**src/hdl/sbbf_pkg.sv**
```systemverilog
// Shared types, constants and helpers for the scanline bright band finder.
package sbbf_pkg;

    localparam int MAX_ROW_WIDTH = 2048;
    localparam int COL_W         = $clog2(MAX_ROW_WIDTH);
    localparam int CTR_W         = 11;
    localparam int SUM_W         = 32;
    localparam int PIX_W         = 8;
    localparam int CFG_IDX_W     = 2;
    localparam int QUO_W         = PIX_W + 1;
    localparam int DIV_CNT_W     = $clog2(QUO_W);

    localparam logic [PIX_W-1:0] EDGE_MARK = 8'd255;
    localparam logic [PIX_W-1:0] MEAN_MAX  = 8'd255;

    localparam logic [CFG_IDX_W-1:0] REG_BRIGHT_LEVEL = 2'd0;
    localparam logic [CFG_IDX_W-1:0] REG_DARK_LEVEL   = 2'd1;
    localparam logic [CFG_IDX_W-1:0] REG_MIN_EDGE_GAP = 2'd2;

    localparam logic [PIX_W-1:0] BRIGHT_RESET = 8'd200;
    localparam logic [PIX_W-1:0] DARK_RESET   = 8'd80;
    localparam logic [PIX_W-1:0] GAP_RESET    = 8'd9;

    typedef enum logic [2:0] {
        S_IDLE,
        S_DIV,
        S_CLOSE,
        S_FINAL,
        S_EMIT
    } state_t;

    typedef struct packed {
        logic step;
        logic final_keep;
        logic div_step;
        logic close;
        logic emit;
    } cmd_t;

    typedef struct packed {
        logic step_close;
        logic fin_close;
        logic div_done;
        logic out_busy;
    } status_t;

    // column distance modulo the row width
    function automatic logic [COL_W-1:0] col_diff(input logic [COL_W-1:0] later,
                                                  input logic [COL_W-1:0] earlier);
        logic [COL_W:0] t;
        if (later >= earlier)
        begin
            t = {1'b0, later} - {1'b0, earlier};
        end
        else
        begin
            t = {1'b0, later} + (COL_W+1)'(MAX_ROW_WIDTH) - {1'b0, earlier};
        end
        return t[COL_W-1:0];
    endfunction

    function automatic logic [COL_W-1:0] abs_diff(input logic [COL_W-1:0] a,
                                                  input logic [COL_W-1:0] b);
        return (a >= b) ? (a - b) : (b - a);
    endfunction

endpackage

```
**src/hdl/sbbf_ctrl.sv**
```systemverilog
// Controller state machine for the scanline bright band finder.
module sbbf_ctrl
    import sbbf_pkg::*;
(
    input  logic    clk,
    input  logic    rst_n,
    input  logic    in_valid,
    input  logic    last_in_row,
    output logic    in_ready,
    input  status_t status,
    output cmd_t    cmd
);

    state_t state_reg, state_next;
    logic   last_reg, last_next;
    logic   fin_reg, fin_next;

    always_ff @(posedge clk or negedge rst_n)
    begin
        if (!rst_n)
        begin
            state_reg <= S_IDLE;
            last_reg  <= 1'b0;
            fin_reg   <= 1'b0;
        end
        else
        begin
            state_reg <= state_next;
            last_reg  <= last_next;
            fin_reg   <= fin_next;
        end
    end

    always_comb
    begin
        state_next = state_reg;
        last_next  = last_reg;
        fin_next   = fin_reg;
        cmd        = '0;
        in_ready   = 1'b0;
        case (state_reg)
            S_IDLE:
            begin
                in_ready = 1'b1;
                if (in_valid)
                begin
                    cmd.step  = 1'b1;
                    last_next = last_in_row;
                    if (status.step_close)
                    begin
                        state_next = S_DIV;
                    end
                    else if (last_in_row)
                    begin
                        state_next = S_FINAL;
                    end
                end
            end
            S_DIV:
            begin
                cmd.div_step = 1'b1;
                if (status.div_done)
                begin
                    state_next = S_CLOSE;
                end
            end
            S_CLOSE:
            begin
                cmd.close = 1'b1;
                if (fin_reg)
                begin
                    state_next = S_EMIT;
                end
                else if (last_reg)
                begin
                    state_next = S_FINAL;
                end
                else
                begin
                    state_next = S_IDLE;
                end
            end
            S_FINAL:
            begin
                cmd.final_keep = 1'b1;
                fin_next       = 1'b1;
                state_next     = status.fin_close ? S_DIV : S_EMIT;
            end
            S_EMIT:
            begin
                if (!status.out_busy)
                begin
                    cmd.emit   = 1'b1;
                    last_next  = 1'b0;
                    fin_next   = 1'b0;
                    state_next = S_IDLE;
                end
            end
            default:
            begin
                state_next = S_IDLE;
            end
        endcase
    end

endmodule

```
**src/hdl/sbbf_dp.sv**
```systemverilog
// Datapath: edge tracking, segment sums, mean divider, band test and output word.
module sbbf_dp
    import sbbf_pkg::*;
(
    input  logic                 clk,
    input  logic                 rst_n,
    input  logic                 cfg_valid,
    input  logic [CFG_IDX_W-1:0] cfg_index,
    input  logic [PIX_W-1:0]     cfg_data,
    input  logic [PIX_W-1:0]     edge_value,
    input  logic [PIX_W-1:0]     gray_value,
    input  cmd_t                 cmd,
    output status_t              status,
    output logic                 out_valid,
    input  logic                 out_ready,
    output logic                 found,
    output logic [CTR_W-1:0]     centre_column
);

    logic [PIX_W-1:0]     bright_reg, dark_reg, gap_reg;
    logic [COL_W-1:0]     col_reg, pend_edge_reg, kept_edge_reg;
    logic                 pend_valid_reg, kept_valid_reg;
    logic [SUM_W-1:0]     sum_kept_reg, sum_pend_reg;
    logic [1:0]           seg_cnt_reg;
    logic [COL_W-1:0]     w_hist_reg [2];
    logic [PIX_W-1:0]     m_hist_reg [2];
    logic [COL_W-1:0]     s_hist_reg [2];
    logic                 band_found_reg;
    logic [COL_W-1:0]     band_col_reg;
    logic [SUM_W-1:0]     div_rem_reg;
    logic [COL_W-1:0]     div_den_reg, div_start_reg;
    logic [QUO_W-1:0]     div_q_reg;
    logic [DIV_CNT_W-1:0] div_cnt_reg;
    logic                 out_valid_reg;
    logic                 found_reg;
    logic [CTR_W-1:0]     centre_reg;

    logic                 is_edge, keep1;
    logic [COL_W-1:0]     col_step;
    logic [SUM_W-1:0]     den_sh;
    logic                 div_ge;
    logic [PIX_W-1:0]     mean;
    logic [COL_W-1:0]     half;
    logic                 band_hit;
    logic [COL_W:0]       centre_sum;

    assign is_edge  = (edge_value == EDGE_MARK);
    assign keep1    = is_edge && pend_valid_reg &&
                      (32'(col_diff(col_reg, pend_edge_reg)) > 32'(gap_reg));
    assign col_step = (32'(col_reg) + 32'd1 >= 32'(MAX_ROW_WIDTH)) ? '0 : col_reg + 1'b1;

    assign den_sh = SUM_W'(div_den_reg) << div_cnt_reg;
    assign div_ge = (div_rem_reg >= den_sh);

    always_comb
    begin
        if (div_den_reg == '0)
        begin
            mean = '0;
        end
        else if (div_q_reg[QUO_W-1])
        begin
            mean = MEAN_MAX;
        end
        else
        begin
            mean = div_q_reg[PIX_W-1:0];
        end
    end

    assign half       = w_hist_reg[1] >> 1;
    assign band_hit   = (seg_cnt_reg == 2'd2) && !band_found_reg &&
                        (m_hist_reg[1] > bright_reg) && (m_hist_reg[0] < dark_reg) &&
                        (mean < dark_reg) &&
                        (abs_diff(w_hist_reg[1], w_hist_reg[0]) < half) &&
                        (abs_diff(w_hist_reg[1], div_den_reg) < half);
    assign centre_sum = {1'b0, s_hist_reg[1]} + {1'b0, div_start_reg};

    assign status.step_close = keep1 && kept_valid_reg;
    assign status.fin_close  = pend_valid_reg && kept_valid_reg;
    assign status.div_done   = (div_cnt_reg == '0);
    assign status.out_busy   = out_valid_reg && !out_ready;

    assign out_valid     = out_valid_reg;
    assign found         = found_reg;
    assign centre_column = centre_reg;

    always_ff @(posedge clk or negedge rst_n)
    begin
        if (!rst_n)
        begin
            bright_reg <= BRIGHT_RESET;
            dark_reg   <= DARK_RESET;
            gap_reg    <= GAP_RESET;
        end
        else if (cfg_valid)
        begin
            case (cfg_index)
                REG_BRIGHT_LEVEL: bright_reg <= cfg_data;
                REG_DARK_LEVEL:   dark_reg   <= cfg_data;
                REG_MIN_EDGE_GAP: gap_reg    <= cfg_data;
                default:          ;
            endcase
        end
    end

    // divider operands and restoring iterations
    always_ff @(posedge clk)
    begin
        if (cmd.step && keep1 && kept_valid_reg)
        begin
            div_rem_reg   <= sum_kept_reg - sum_pend_reg;
            div_den_reg   <= col_diff(pend_edge_reg, kept_edge_reg);
            div_start_reg <= kept_edge_reg;
            div_q_reg     <= '0;
            div_cnt_reg   <= DIV_CNT_W'(QUO_W - 1);
        end
        else if (cmd.final_keep && pend_valid_reg && kept_valid_reg)
        begin
            div_rem_reg   <= sum_kept_reg - sum_pend_reg;
            div_den_reg   <= col_diff(pend_edge_reg, kept_edge_reg);
            div_start_reg <= kept_edge_reg;
            div_q_reg     <= '0;
            div_cnt_reg   <= DIV_CNT_W'(QUO_W - 1);
        end
        else if (cmd.div_step)
        begin
            if (div_ge)
            begin
                div_rem_reg <= div_rem_reg - den_sh;
            end
            div_q_reg <= {div_q_reg[QUO_W-2:0], div_ge};
            if (div_cnt_reg != '0)
            begin
                div_cnt_reg <= div_cnt_reg - 1'b1;
            end
        end
    end

    always_ff @(posedge clk or negedge rst_n)
    begin
        if (!rst_n)
        begin
            col_reg        <= '0;
            pend_edge_reg  <= '0;
            pend_valid_reg <= 1'b0;
            kept_edge_reg  <= '0;
            kept_valid_reg <= 1'b0;
            sum_kept_reg   <= '0;
            sum_pend_reg   <= '0;
            seg_cnt_reg    <= '0;
            w_hist_reg     <= '{default: '0};
            m_hist_reg     <= '{default: '0};
            s_hist_reg     <= '{default: '0};
            band_found_reg <= 1'b0;
            band_col_reg   <= '0;
        end
        else if (cmd.step)
        begin
            if (keep1)
            begin
                kept_edge_reg  <= pend_edge_reg;
                kept_valid_reg <= 1'b1;
                sum_kept_reg   <= sum_pend_reg + SUM_W'(gray_value);
            end
            else
            begin
                sum_kept_reg <= sum_kept_reg + SUM_W'(gray_value);
            end
            if (is_edge)
            begin
                pend_edge_reg  <= col_reg;
                pend_valid_reg <= 1'b1;
                sum_pend_reg   <= SUM_W'(gray_value);
            end
            else
            begin
                sum_pend_reg <= sum_pend_reg + SUM_W'(gray_value);
            end
            col_reg <= col_step;
        end
        else if (cmd.final_keep)
        begin
            if (pend_valid_reg)
            begin
                kept_edge_reg  <= pend_edge_reg;
                kept_valid_reg <= 1'b1;
                sum_kept_reg   <= sum_pend_reg;
            end
        end
        else if (cmd.close)
        begin
            if (band_hit)
            begin
                band_found_reg <= 1'b1;
                band_col_reg   <= centre_sum[COL_W:1];
            end
            w_hist_reg[0] <= w_hist_reg[1];
            m_hist_reg[0] <= m_hist_reg[1];
            s_hist_reg[0] <= s_hist_reg[1];
            w_hist_reg[1] <= div_den_reg;
            m_hist_reg[1] <= mean;
            s_hist_reg[1] <= div_start_reg;
            if (seg_cnt_reg != 2'd2)
            begin
                seg_cnt_reg <= seg_cnt_reg + 1'b1;
            end
        end
        else if (cmd.emit)
        begin
            col_reg        <= '0;
            pend_edge_reg  <= '0;
            pend_valid_reg <= 1'b0;
            kept_edge_reg  <= '0;
            kept_valid_reg <= 1'b0;
            sum_kept_reg   <= '0;
            sum_pend_reg   <= '0;
            seg_cnt_reg    <= '0;
            w_hist_reg     <= '{default: '0};
            m_hist_reg     <= '{default: '0};
            s_hist_reg     <= '{default: '0};
            band_found_reg <= 1'b0;
            band_col_reg   <= '0;
        end
    end

    always_ff @(posedge clk or negedge rst_n)
    begin
        if (!rst_n)
        begin
            out_valid_reg <= 1'b0;
            found_reg     <= 1'b0;
            centre_reg    <= '0;
        end
        else if (cmd.emit)
        begin
            out_valid_reg <= 1'b1;
            found_reg     <= band_found_reg;
            centre_reg    <= band_found_reg ? CTR_W'(band_col_reg) : '0;
        end
        else if (out_ready)
        begin
            out_valid_reg <= 1'b0;
        end
    end

endmodule

```
**src/hdl/scanline_bright_band_finder.sv**
```systemverilog
// Top level of the scanline bright band finder.
// One image row enters pixel by pixel; on the row's last pixel one word comes out
// with found and the centre column of the first dark-bright-dark band. A plain
// pixel does not stall the input. A pixel that closes a segment holds the input
// while the segment mean is produced by a shared restoring divider that settles
// one quotient bit per cycle over nine bits, and while the band test then runs.
// The last pixel of a row holds the input while any final segment is divided
// and tested and the output register, which can hold a word while the next row
// starts, is loaded. Configuration words are taken at any time, meant for idle.
module scanline_bright_band_finder
    import sbbf_pkg::*;
(
    input  logic                 clk,
    input  logic                 rst_n,
    input  logic                 cfg_valid,
    output logic                 cfg_ready,
    input  logic [CFG_IDX_W-1:0] cfg_index,
    input  logic [PIX_W-1:0]     cfg_data,
    input  logic                 in_valid,
    output logic                 in_ready,
    input  logic [PIX_W-1:0]     edge_value,
    input  logic [PIX_W-1:0]     gray_value,
    input  logic                 last_in_row,
    output logic                 out_valid,
    input  logic                 out_ready,
    output logic                 found,
    output logic [CTR_W-1:0]     centre_column
);

    cmd_t    cmd;
    status_t status;

    assign cfg_ready = 1'b1;

    sbbf_ctrl u_ctrl (
        .clk         (clk),
        .rst_n       (rst_n),
        .in_valid    (in_valid),
        .last_in_row (last_in_row),
        .in_ready    (in_ready),
        .status      (status),
        .cmd         (cmd)
    );

    sbbf_dp u_dp (
        .clk           (clk),
        .rst_n         (rst_n),
        .cfg_valid     (cfg_valid),
        .cfg_index     (cfg_index),
        .cfg_data      (cfg_data),
        .edge_value    (edge_value),
        .gray_value    (gray_value),
        .cmd           (cmd),
        .status        (status),
        .out_valid     (out_valid),
        .out_ready     (out_ready),
        .found         (found),
        .centre_column (centre_column)
    );

    a_out_hold: assert property (@(posedge clk) disable iff (!rst_n)
        out_valid && !out_ready |=> out_valid && $stable(found) && $stable(centre_column))
        else $error("output word changed while stalled");

    a_not_found_zero: assert property (@(posedge clk) disable iff (!rst_n)
        out_valid && !found |-> centre_column == '0)
        else $error("centre column nonzero without a band");

    a_plain_pixel: assert property (@(posedge clk) disable iff (!rst_n)
        in_valid && in_ready && edge_value != EDGE_MARK && !last_in_row |=> in_ready)
        else $error("plain pixel stalled the input");

    a_emit_exclusive: assert property (@(posedge clk) disable iff (!rst_n)
        cmd.emit |-> !cmd.step && !cmd.close && !in_ready)
        else $error("emit overlaps other work");

endmodule
```
**config.mk**
```make
export PLATFORM = sky130hd
export DESIGN_NAME = scanline_bright_band_finder
export DESIGN_NICKNAME = d
export VERILOG_FILES = /design/src/hdl/sbbf_pkg.sv /design/src/hdl/sbbf_ctrl.sv /design/src/hdl/sbbf_dp.sv /design/src/hdl/scanline_bright_band_finder.sv
export SDC_FILE = /design/constraint.sdc
export NUM_CORES = 1
export LEC_CHECK = 0
export BUFFER_PORTS_ARGS = -buffer_cell sky130_fd_sc_hd__buf_2
export CORE_MARGIN = 3
export CORE_UTILIZATION = 65
export CTS_CLUSTER_DIAMETER = 80
export DETAILED_ROUTE_END_ITERATION = 12
export PLACE_DENSITY = 0.79
export SLEW_MARGIN = 20
export SYNTH_ARGS = -nofsm -noshare
export SYNTH_HDL_FRONTEND = slang
export SYNTH_SLANG_ARGS = --single-unit
```
**constraint.sdc**
```tcl
create_clock -name clk -period 9.65 [get_ports clk]
set_clock_uncertainty 0.15 [all_clocks]
set_input_delay 2.4125 -clock clk [delete_from_list [all_inputs] [get_ports clk]]
set_output_delay 2.4125 -clock clk [all_outputs]
set_load 0.005 [all_outputs]
```
Word-level counts from Yosys, hierarchy flattened

Cells that the tools add are included.

Register bits after elaboration: 271
Logic and storage cells: 210
Input port bits: 32

Reductions and logical operators: 47
Order comparisons: 12
Eq/ne operators: 21
Shift-type cells: 1
Add/subtract/negate cells: 19
Bitwise gates (word level): 2
Mux-type cells: 79

Operators with widths:

| cell                  | number |
|---|---|
| $mux 32               | 13 |
| $mux 11               | 23 |
| $sub 11x11->11        | 8 |
| $add 32x8->32         | 2 |
| $sub 32x32->32        | 2 |
| $ge 11x11->1          | 4 |
| $mux 22               | 2 |
| $add 11x1->11 const B | 3 |
| $ge 32x12->1 const B  | 1 |
| $ge 32x32->1          | 1 |
| $mux 16               | 2 |
| $shl 11x4->32         | 1 |
| $mux 1                | 23 |
| $lt 11x10->1          | 2 |
| $mux 3                | 7 |
| $reduce_and 4->1      | 5 |
| $lt 8x8->1            | 2 |
| $mux 8                | 2 |
| $logic_and 1x1->1     | 15 |
| $pmux 3 s5            | 1 |
| $add 11x1->12 const B | 1 |
| $add 11x11->12        | 1 |
| $ne 2x2->1 const B    | 6 |
| $reduce_and 2->1      | 6 |
| other kinds (27)      | 48 |

Longest topological paths before layout

Gate-level depths: netlist (run 1).

Depth in word-level cells: 9
Depth in mapped cells: 23

Hierarchy

From an unflattened synthesis (run 1), not the netlist that was laid out.

Cells, all modules: 2376
Area total of the unflattened synthesis: 20697.4 µm²

Modules (own cells, without submodules):

| module                      | instances | area each (µm²) | cells an instance |
|---|---|---|---|
| sbbf_dp                     | 1         | 20347.0         | 2333 |
| sbbf_ctrl                   | 1         | 339.1           | 41 |
| scanline_bright_band_finder | 1         | 11.3            | 2 |

Worst setup path after synthesis (run 1)

OpenSTA, ideal clock, no wires.

Path kind: reg2reg
Start point: register u_dp.div_cnt_reg[0]
End point: register u_dp.div_rem_reg[0] (enable)
Clock period less this slack: 6242 ps
Arrival: 5626 ps
Stages on the path, launching flop included: 18
Data required time: 9034 ps
Setup slack: 3408 ps
Path through: dfxtp_1 -> clkbuf_1 -> clkbuf_1 -> nor2_1 -> nand2_1 -> nor3_1 -> ha_1 -> fa_1 -> nand2b_1 -> a211o_1 -> a21oi_1 -> a31oi_1 -> o31a_1 -> a21oi_1 -> o21bai_1 -> a21oi_1 -> nor3_1 -> o21ai_0

Cells in the longest elaborated chain, start to end: 4

Ends and longest elaborated chain:

| what                               | line           | text |
|---|---|---|
| start, declared                    | sbbf_dp.sv:33  | `logic [DIV_CNT_W-1:0] div_cnt_reg;` |
| start signal, assigned             | sbbf_dp.sv:116 | `div_cnt_reg <= DIV_CNT_W'(QUO_W - 1);` |
| start signal, assigned             | sbbf_dp.sv:124 | `div_cnt_reg <= DIV_CNT_W'(QUO_W - 1);` |
| start signal, assigned             | sbbf_dp.sv:135 | `div_cnt_reg <= div_cnt_reg - 1'b1;` |
| $shl 11x4->32                      | sbbf_dp.sv:52  | `assign den_sh = SUM_W'(div_den_reg) << div_cnt_reg;` |
| $ge 32x32->1                       | sbbf_dp.sv:53  | `assign div_ge = (div_rem_reg >= den_sh);` |
| $reduce_bool 3->1 (no source line) | -              |  |
| $reduce_and 2->1 (no source line)  | -              |  |
| end signal, assigned               | sbbf_dp.sv:112 | `div_rem_reg <= sum_kept_reg - sum_pend_reg;` |
| end signal, assigned               | sbbf_dp.sv:120 | `div_rem_reg <= sum_kept_reg - sum_pend_reg;` |
| end signal, assigned               | sbbf_dp.sv:130 | `div_rem_reg <= div_rem_reg - den_sh;` |
| end, declared                      | sbbf_dp.sv:30  | `logic [SUM_W-1:0] div_rem_reg;` |

No other way between the ends.
A chain may end at the register's enable or synchronous reset.

Worst setup path after layout (run 1)

Start point: register u_dp.w_hist_reg, in the netlist u_dp.half[0]
End point: register u_dp.band_col_reg[4]

Cells in the longest elaborated chain, start to end: 7
Elaborated cells between the ends (all ways): 14
Those cells by class: add/sub (4); order compare (4); eq/ne (1); mux (2); reduce/logical (3)

Ends and longest elaborated chain:

| what                                           | line           | text |
|---|---|---|
| start, declared                                | sbbf_dp.sv:25  | `logic [COL_W-1:0] w_hist_reg [2];` |
| $sub 11x11->11 or $ge 11x11->1 (tied branches) | sbbf_pkg.sv:64 | `return (a >= b) ? (a - b) : (b - a);` |
| $mux 11                                        | sbbf_pkg.sv:64 |  |
| $lt 11x10->1                                   | sbbf_dp.sv:75  | `(abs_diff(w_hist_reg[1], w_hist_reg[0]) < half) &&` |
| $logic_and 1x1->1                              | sbbf_dp.sv:74  | `(mean < dark_reg) &&` |
| $logic_and 1x1->1 (*)                          | sbbf_dp.sv:75  |  |
| $ne 2x1->1 (no source line) (*)                | -              |  |
| $reduce_and 4->1 (no source line) (*)          | -              |  |
| end signal, assigned                           | sbbf_dp.sv:196 | `band_col_reg <= centre_sum[COL_W:1];` |
| end, declared                                  | sbbf_dp.sv:29  | `logic [COL_W-1:0] band_col_reg;` |

Mark *: on every way between the ends. The rest lies on a longest branch, timed or not.

==> results of run 1 <==
[critical path: stages, from the launching register on]
cell	delay [ps]
dfrtp_1	540
inv_1	200
ha_1	380
nand2b_1	90
a21oi_1	130
o21ai_0	120
a21oi_1	260
a31oi_1	140
o21ai_1	840
mux2_2	410
a211oi_1	320
xnor2_1	130
ha_1	190
a22oi_1	180
nand4_1	120
nor2_1	100
o2111ai_1	110
a311o_1	360
nor4_4	780
mux2i_1	290
[cell type report]
cell class | instances | share of cell area [%]
tap | 396 | 2.267
clock inverter | 16 | 0.6183
multi-input combinational | 1782 | 56.37
clock buffer | 42 | 4.071
sequential | 271 | 32.01
inverter | 171 | 2.943
timing repair buffer | 64 | 1.723
[worst paths after layout]
check                                                     start  cells after the start                           endpoint  slack [ps]
worst min register to register  u_dp.kept_valid_reg$_DFFE_PN0P_                      2    u_dp.kept_valid_reg$_DFFE_PN0P_         320
worst max-delay path                   u_dp.half[0]$_DFFE_PN0P_                     19   u_dp.band_col_reg[4]$_DFFE_PN0P_        3690
min in group asynchronous                                 rst_n                      1  u_dp.centre_column[6]$_DFFE_PN0P_        1810
worst max register to register         u_dp.half[0]$_DFFE_PN0P_                     19   u_dp.band_col_reg[4]$_DFFE_PN0P_        3690
worst min-delay path            u_dp.kept_valid_reg$_DFFE_PN0P_                      2    u_dp.kept_valid_reg$_DFFE_PN0P_         320
max in group asynchronous                                 rst_n                      2           u_dp.half[0]$_DFFE_PN0P_        6270
[power by group through the flow]
stage                     sequential [mW]  clock (mW)  combinational, mW
after floorplan                      1.73           0               3.85
after global placement               1.84           0               4.65
after detailed placement             1.86           0               4.76
after CTS                            1.84        1.19               4.81
after global routing                 1.89        1.23               5.43
final                                1.85        1.18               4.86
[cells in the mapped netlist (12+ instances only)]
master,instances
o21a_1,23
inv_1,170
o21bai_1,14
a31oi_1,29
a21o_1,60
clkbuf_1,67
mux2i_1,44
nand2b_1,31
nor2_1,135
xor2_1,42
a211oi_1,18
mux2_2,30
a22o_1,54
buf_2,13
nor3_1,48
o21ai_0,194
and2_1,13
nand4_1,34
nand3_1,60
and3_1,23
ha_1,196
dfxtp_1,13
xnor2_1,67
a21oi_1,191
nor2b_1,28
edfxtp_1,54
nand2_1,233
a21boi_0,12
dfrtp_1,197
o21ai_1,23
or3_1,13
o22ai_1,20
[stage by stage]
stage / util (%) / worst slack [ps] / cell area, um2 / power [mW] / instances
after global placement: 67.89 / 3796 / 20820 / 6.491 / 2684
after CTS: 71.23 / 3702 / 21850 / 7.836 / 2742
after detailed placement: 67.89 / 3708 / 20820 / 6.620 / 2684
after floorplan: - / 3408 / 20290 / 5.587 / 2315
after global routing: 71.25 / 3225 / 21850 / 8.558 / 2742
final: 71.25 / 3686 / 21850 / 7.882 / 2742
[metal layers]
layer  vias to the layer above  track usage [%]  routed length, um
met3                       122            4.066               2847
met1                      8267            38.79              21640
met4                         0            11.73               2060
met2                       564            49.90              23720
met5                         -                0                  0
li1                       8380                -                  -
[cells by family (layout without fill, tap and decap cells)]
kind of cell | after synthesis | in the layout
flops | 271 | 271
compound gates | 728 | 728
fa+ha+maj | 207 | 207
mux | 79 | 79
other cells | 1 | 1
buf+inv | 262 | 293
simple gates | 658 | 658
xor+xnor | 109 | 109
==> flow_summary.ini, run 1 <==
[global_routing]
grt.total_usage_pct = 29.59
grt-ovfl-total = 0
grt_pass1_vias = 16844
grt_pass1_wl_um = 82500
antenna_found_initial = 0
grt_max_degree = 105

[floorplan]
die_h_um = 182.7
core_area_mm2 = 0.03067
die_width_um = 182.7
fp-row-count = 64
dieArea_mm2 = 0.03338
ioPinCount = 47
start_util_pct = 66.17

[sta]
worst_pin_slew_ps = 1064
max-slew-margin-rel_pct = 28.63
setup_viol = 0
finalHoldViolations = 0
max_freq_ghz = 0.1677
min_period_ps = 5964
slew_viol_final = 0
rsz0062_at_grt = no
fin_hold_ws_ps = 321.2
tns_ps = 0
fin_crit_sh_pct = 61.81

[layout]
layout_commonest_cell = nand2_1
regArea_mm2 = 0.006995
multiInputGateArea_mm2 = 0.01232
drive_gt1_share_pct = 8.056
final_cell_mix = nand2_1, dfrtp_1, ha_1
num_antenna_cells = 0
n_fill_cell = 2382
area.growth.synth_to_final_pct = 7.682
fin_nets = 2560

[outcome]
status = completed

[power_and_ir_drop]
switchingPower_mw = 3.552
comb_power_share_pct = 61.6
powerDensity_mw_per_mm2 = 360.7
ir_drop_mv = 0.2293
p_int_mw = 4.330
leakagePower_nw = 9.733
switching_share_pct = 45.07
power_frac_clock_pct = 14.9
pwr-share-seq_pct = 23.5

[drt]
route.detailed.drc = 0
wl_um = 50270
drtAntennaViolNets = 0
via_count = 17333
via_per_inst = 6.321
drt_pass1_iterations = 6
wl_per_cell_um = 18.33
first_iter_violations = 1249

[worst_setup_path]
worstSetupEndpointType = flip-flop
required_ps = 9980
crit_fanout = 14
cp.arrival_ps = 6300
critical_path_class = reg -> reg
critPathLaunchType = flip-flop

[logic_synthesis]
synth_xor_xnor_area_share_pct = 4.704
syn-num-nets = 2554
synthTopCellsByArea = dfrtp_1, ha_1, edfxtp_1
synth-seq-cells = 271
synth_mux_area_share_pct = 4.390
synth_compound_area_share_pct = 22.69
synthSimpleGateAreaFrac_pct = 15.46
yosysTopAreaCell = dfrtp_1
ys_seq_area_share_pct = 34.47
ys_types = 83
yosys.area_share.adder_pct = 13.17
synth_top_family_by_area = compound AO/OA/AOI/OAI gates
avgSynthCellArea_um2 = 8.767
synth_warnings = 0
synth_cells = 2315
async_flop_share_pct = 75.28
synth_ff_type = dfrtp_1
syn-cell-area_mm2 = 0.02029
synth.top_cell.area_share_pct = 24.29
synth_edf_count = 54

[clocking]
cts_tree = done
clock_insertion_delay_worst_skew_ps = 570
hold_buffers = 0
ctsLongestPathBuffers = 3
cts_setup_buffers = 0
cts_buffers = 31
clock-sinks = 271
root_buffer = clkbuf_16
h-tree-depth = 1
cts_resized = 0
clkSlewWorstSetupHoldPaths_ps = 60

[placement]
dp_hpwl_um = 37210
port_buffers = 45
place_congestion = 0.9191

[worst_hold_path]
min_path_type = reg -> reg

[run]
max-cap-violations = 0
Power figures use the tool's default switching activity.
==> run 2, diff against run 1 <==
Settings changed: CORE_UTILIZATION 65 to 64, PLACE_DENSITY 0.79 to 0.78.
Clock period 9.65 ns to 5.7 ns, I/O delays scaled along.
==> flow_summary.ini, run 2 (synthesis gave the netlist of run 1 again) <==
[worst_setup_path]
worstSetupEndpointType = flip-flop
required_ps = 6030
r2r_end = u_dp.band_col_reg[3]$_DFFE_PN0P_
crit_fanout = 12
critPathLaunchType = flip-flop
critical_path_class = reg -> reg
r2r-start = u_dp.half[0]$_DFFE_PN0P_
r2r_slack_ps = 490
worst-r2r-cell-count = 22
cp.arrival_ps = 5530

[worst_hold_path]
min_path_type = reg -> reg
hp-start = u_dp.kept_valid_reg$_DFFE_PN0P_
whs_path_depth = 2
min_to = u_dp.kept_valid_reg$_DFFE_PN0P_

[power_and_ir_drop]
ir_drop_mv = 0.3769
leakagePower_nw = 9.787
finalPower_mw = 13.44
powerDensity_mw_per_mm2 = 612.5

[floorplan]
start_util_pct = 65.66
die_h_um = 184.1
core_area_mm2 = 0.03091
fp-row-count = 64
die_width_um = 184.1
dieArea_mm2 = 0.03388
ioPinCount = 47

[drt]
first_iter_violations = 1368
wl_per_cell_um = 18.75
drtAntennaViolNets = 0
drt_pass1_iterations = 8
route.detailed.drc = 0
wl_um = 51640
via_count = 17518
via_per_inst = 6.361

[layout]
layout_commonest_cell = nand2_1
drive_gt1_share_pct = 8.482
area.growth.synth_to_final_pct = 8.157
num_antenna_cells = 0
final_util_pct = 71.01
final_cell_mix = nand2_1, dfrtp_1, ha_1
fin_nets = 2573
n_fill_cell = 2423

[global_routing]
antenna_found_initial = 0
grt.total_usage_pct = 30.48
grt_max_degree = 111
grt-ovfl-total = 0
grt_pass1_wl_um = 85530
grt_pass1_vias = 17242

[sta]
rsz0062_at_grt = no
fin_hold_ws_ps = 307.1
worst_pin_slew_ps = 1086
min_period_ps = 5207
finalHoldViolations = 0
max_freq_ghz = 0.1921
max-slew-margin-rel_pct = 27.20
tns_ps = 0
slew_viol_final = 0
setup_viol = 0
fin_crit_sh_pct = 91.35

[clocking]
ctsLongestPathBuffers = 3
cts_tree = done
cts_buffers = 31
hold_buffers = 0
clock-sinks = 271
clkSlewWorstSetupHoldPaths_ps = 60
clock_insertion_delay_worst_skew_ps = 560
h-tree-depth = 1
root_buffer = clkbuf_16

[placement]
dp_hpwl_um = 37530
port_buffers = 45
place_congestion = 0.9242

[outcome]
status = completed

[run]
max-cap-violations = 0
## run 2: cell types whose count changed in the layout (fill, tap and decap cells not counted), sizes merged
cell	before	now
buf	63	76
bufinv	2	1
clkbuf	43	51
clkinv	12	5
clkinvlp	1	0
## run 2: area by class of cell
cell class,instances,area [um2],area share [%]
clock inverters,7,63.81,0.2907
multi-input cells,1782,12320,56.15
repair buffers,77,486.7,2.217
well taps,396,495.5,2.257
clock buffers,50,939.7,4.281
flip-flops and latches,271,6995,31.87
inverters,171,644.4,2.936
## run 2: worst max-delay path by stage
stage / startpoint / end / depth (start not counted)
floorplan: u_dp.div_cnt_reg[0]$_SDFFE_PP0P_ / u_dp.div_rem_reg[0]$_DFFE_PP_ / 17
global placement: u_dp.half[0]$_DFFE_PN0P_ / u_dp.band_col_reg[9]$_DFFE_PN0P_ / 22
detailed placement: u_dp.half[0]$_DFFE_PN0P_ / u_dp.band_col_reg[6]$_DFFE_PN0P_ / 22
CTS: u_dp.half[0]$_DFFE_PN0P_ / u_dp.band_col_reg[6]$_DFFE_PN0P_ / 22
global route: u_dp.half[0]$_DFFE_PN0P_ / u_dp.band_col_reg[2]$_DFFE_PN0P_ / 22
finish: u_dp.half[0]$_DFFE_PN0P_ / u_dp.band_col_reg[3]$_DFFE_PN0P_ / 22
## run 2: per-stage QoR
stage / worst slack [ps] / cells / instance area [um2]
finish: 493.3 / 2754 / 21950
global route: 106.7 / 2754 / 21950
CTS: 419.8 / 2754 / 21940
detailed placement: 447.4 / 2697 / 20930
global placement: 670.7 / 2697 / 20930
floorplan: 324.8 / 2315 / 20290
## run 2: repair_timing
| action | CTS | global route |
|---|---|---|
| endpoints found under the setup margin | 0 | 13 |
| resized for setup | 0 | 2 |
| buffers inserted | 0 | 0 |
## run 2: report_power, final
part	internal (mW)	total (mW)	switching, mW
Clock	1.17	1.97	0.803
Sequential	2.64	3.13	0.491
Combinational	3.55	8.34	4.79
## run 2: metal layers
layer / GRT usage (%) / routed length, um / vias to the layer above
met5: 0 / 0 / -
met4: 12.58 / 2385 / 0
met3: 3.324 / 2663 / 144
met2: 51.65 / 24440 / 643
met1: 40.08 / 22160 / 8331
li1: - / - / 8400
## run 2: critical path, stage by stage (launching register included)
cell and delay (ps):
dfrtp_1 550, inv_1 210, ha_1 380, nor2b_1 140
o21ai_0 200, a21boi_0 130, o21ai_0 270, a21oi_1 190
a31oi_2 410, buf_4 210, mux2_2 330, ha_1 260
a21boi_0 120, o21ai_0 170, nand2b_1 70, a21oi_1 140
nor2b_1 60, o21ai_0 180, a21o_1 160, a21oi_1 90
nor4_4 200, buf_4 270, mux2i_1 220
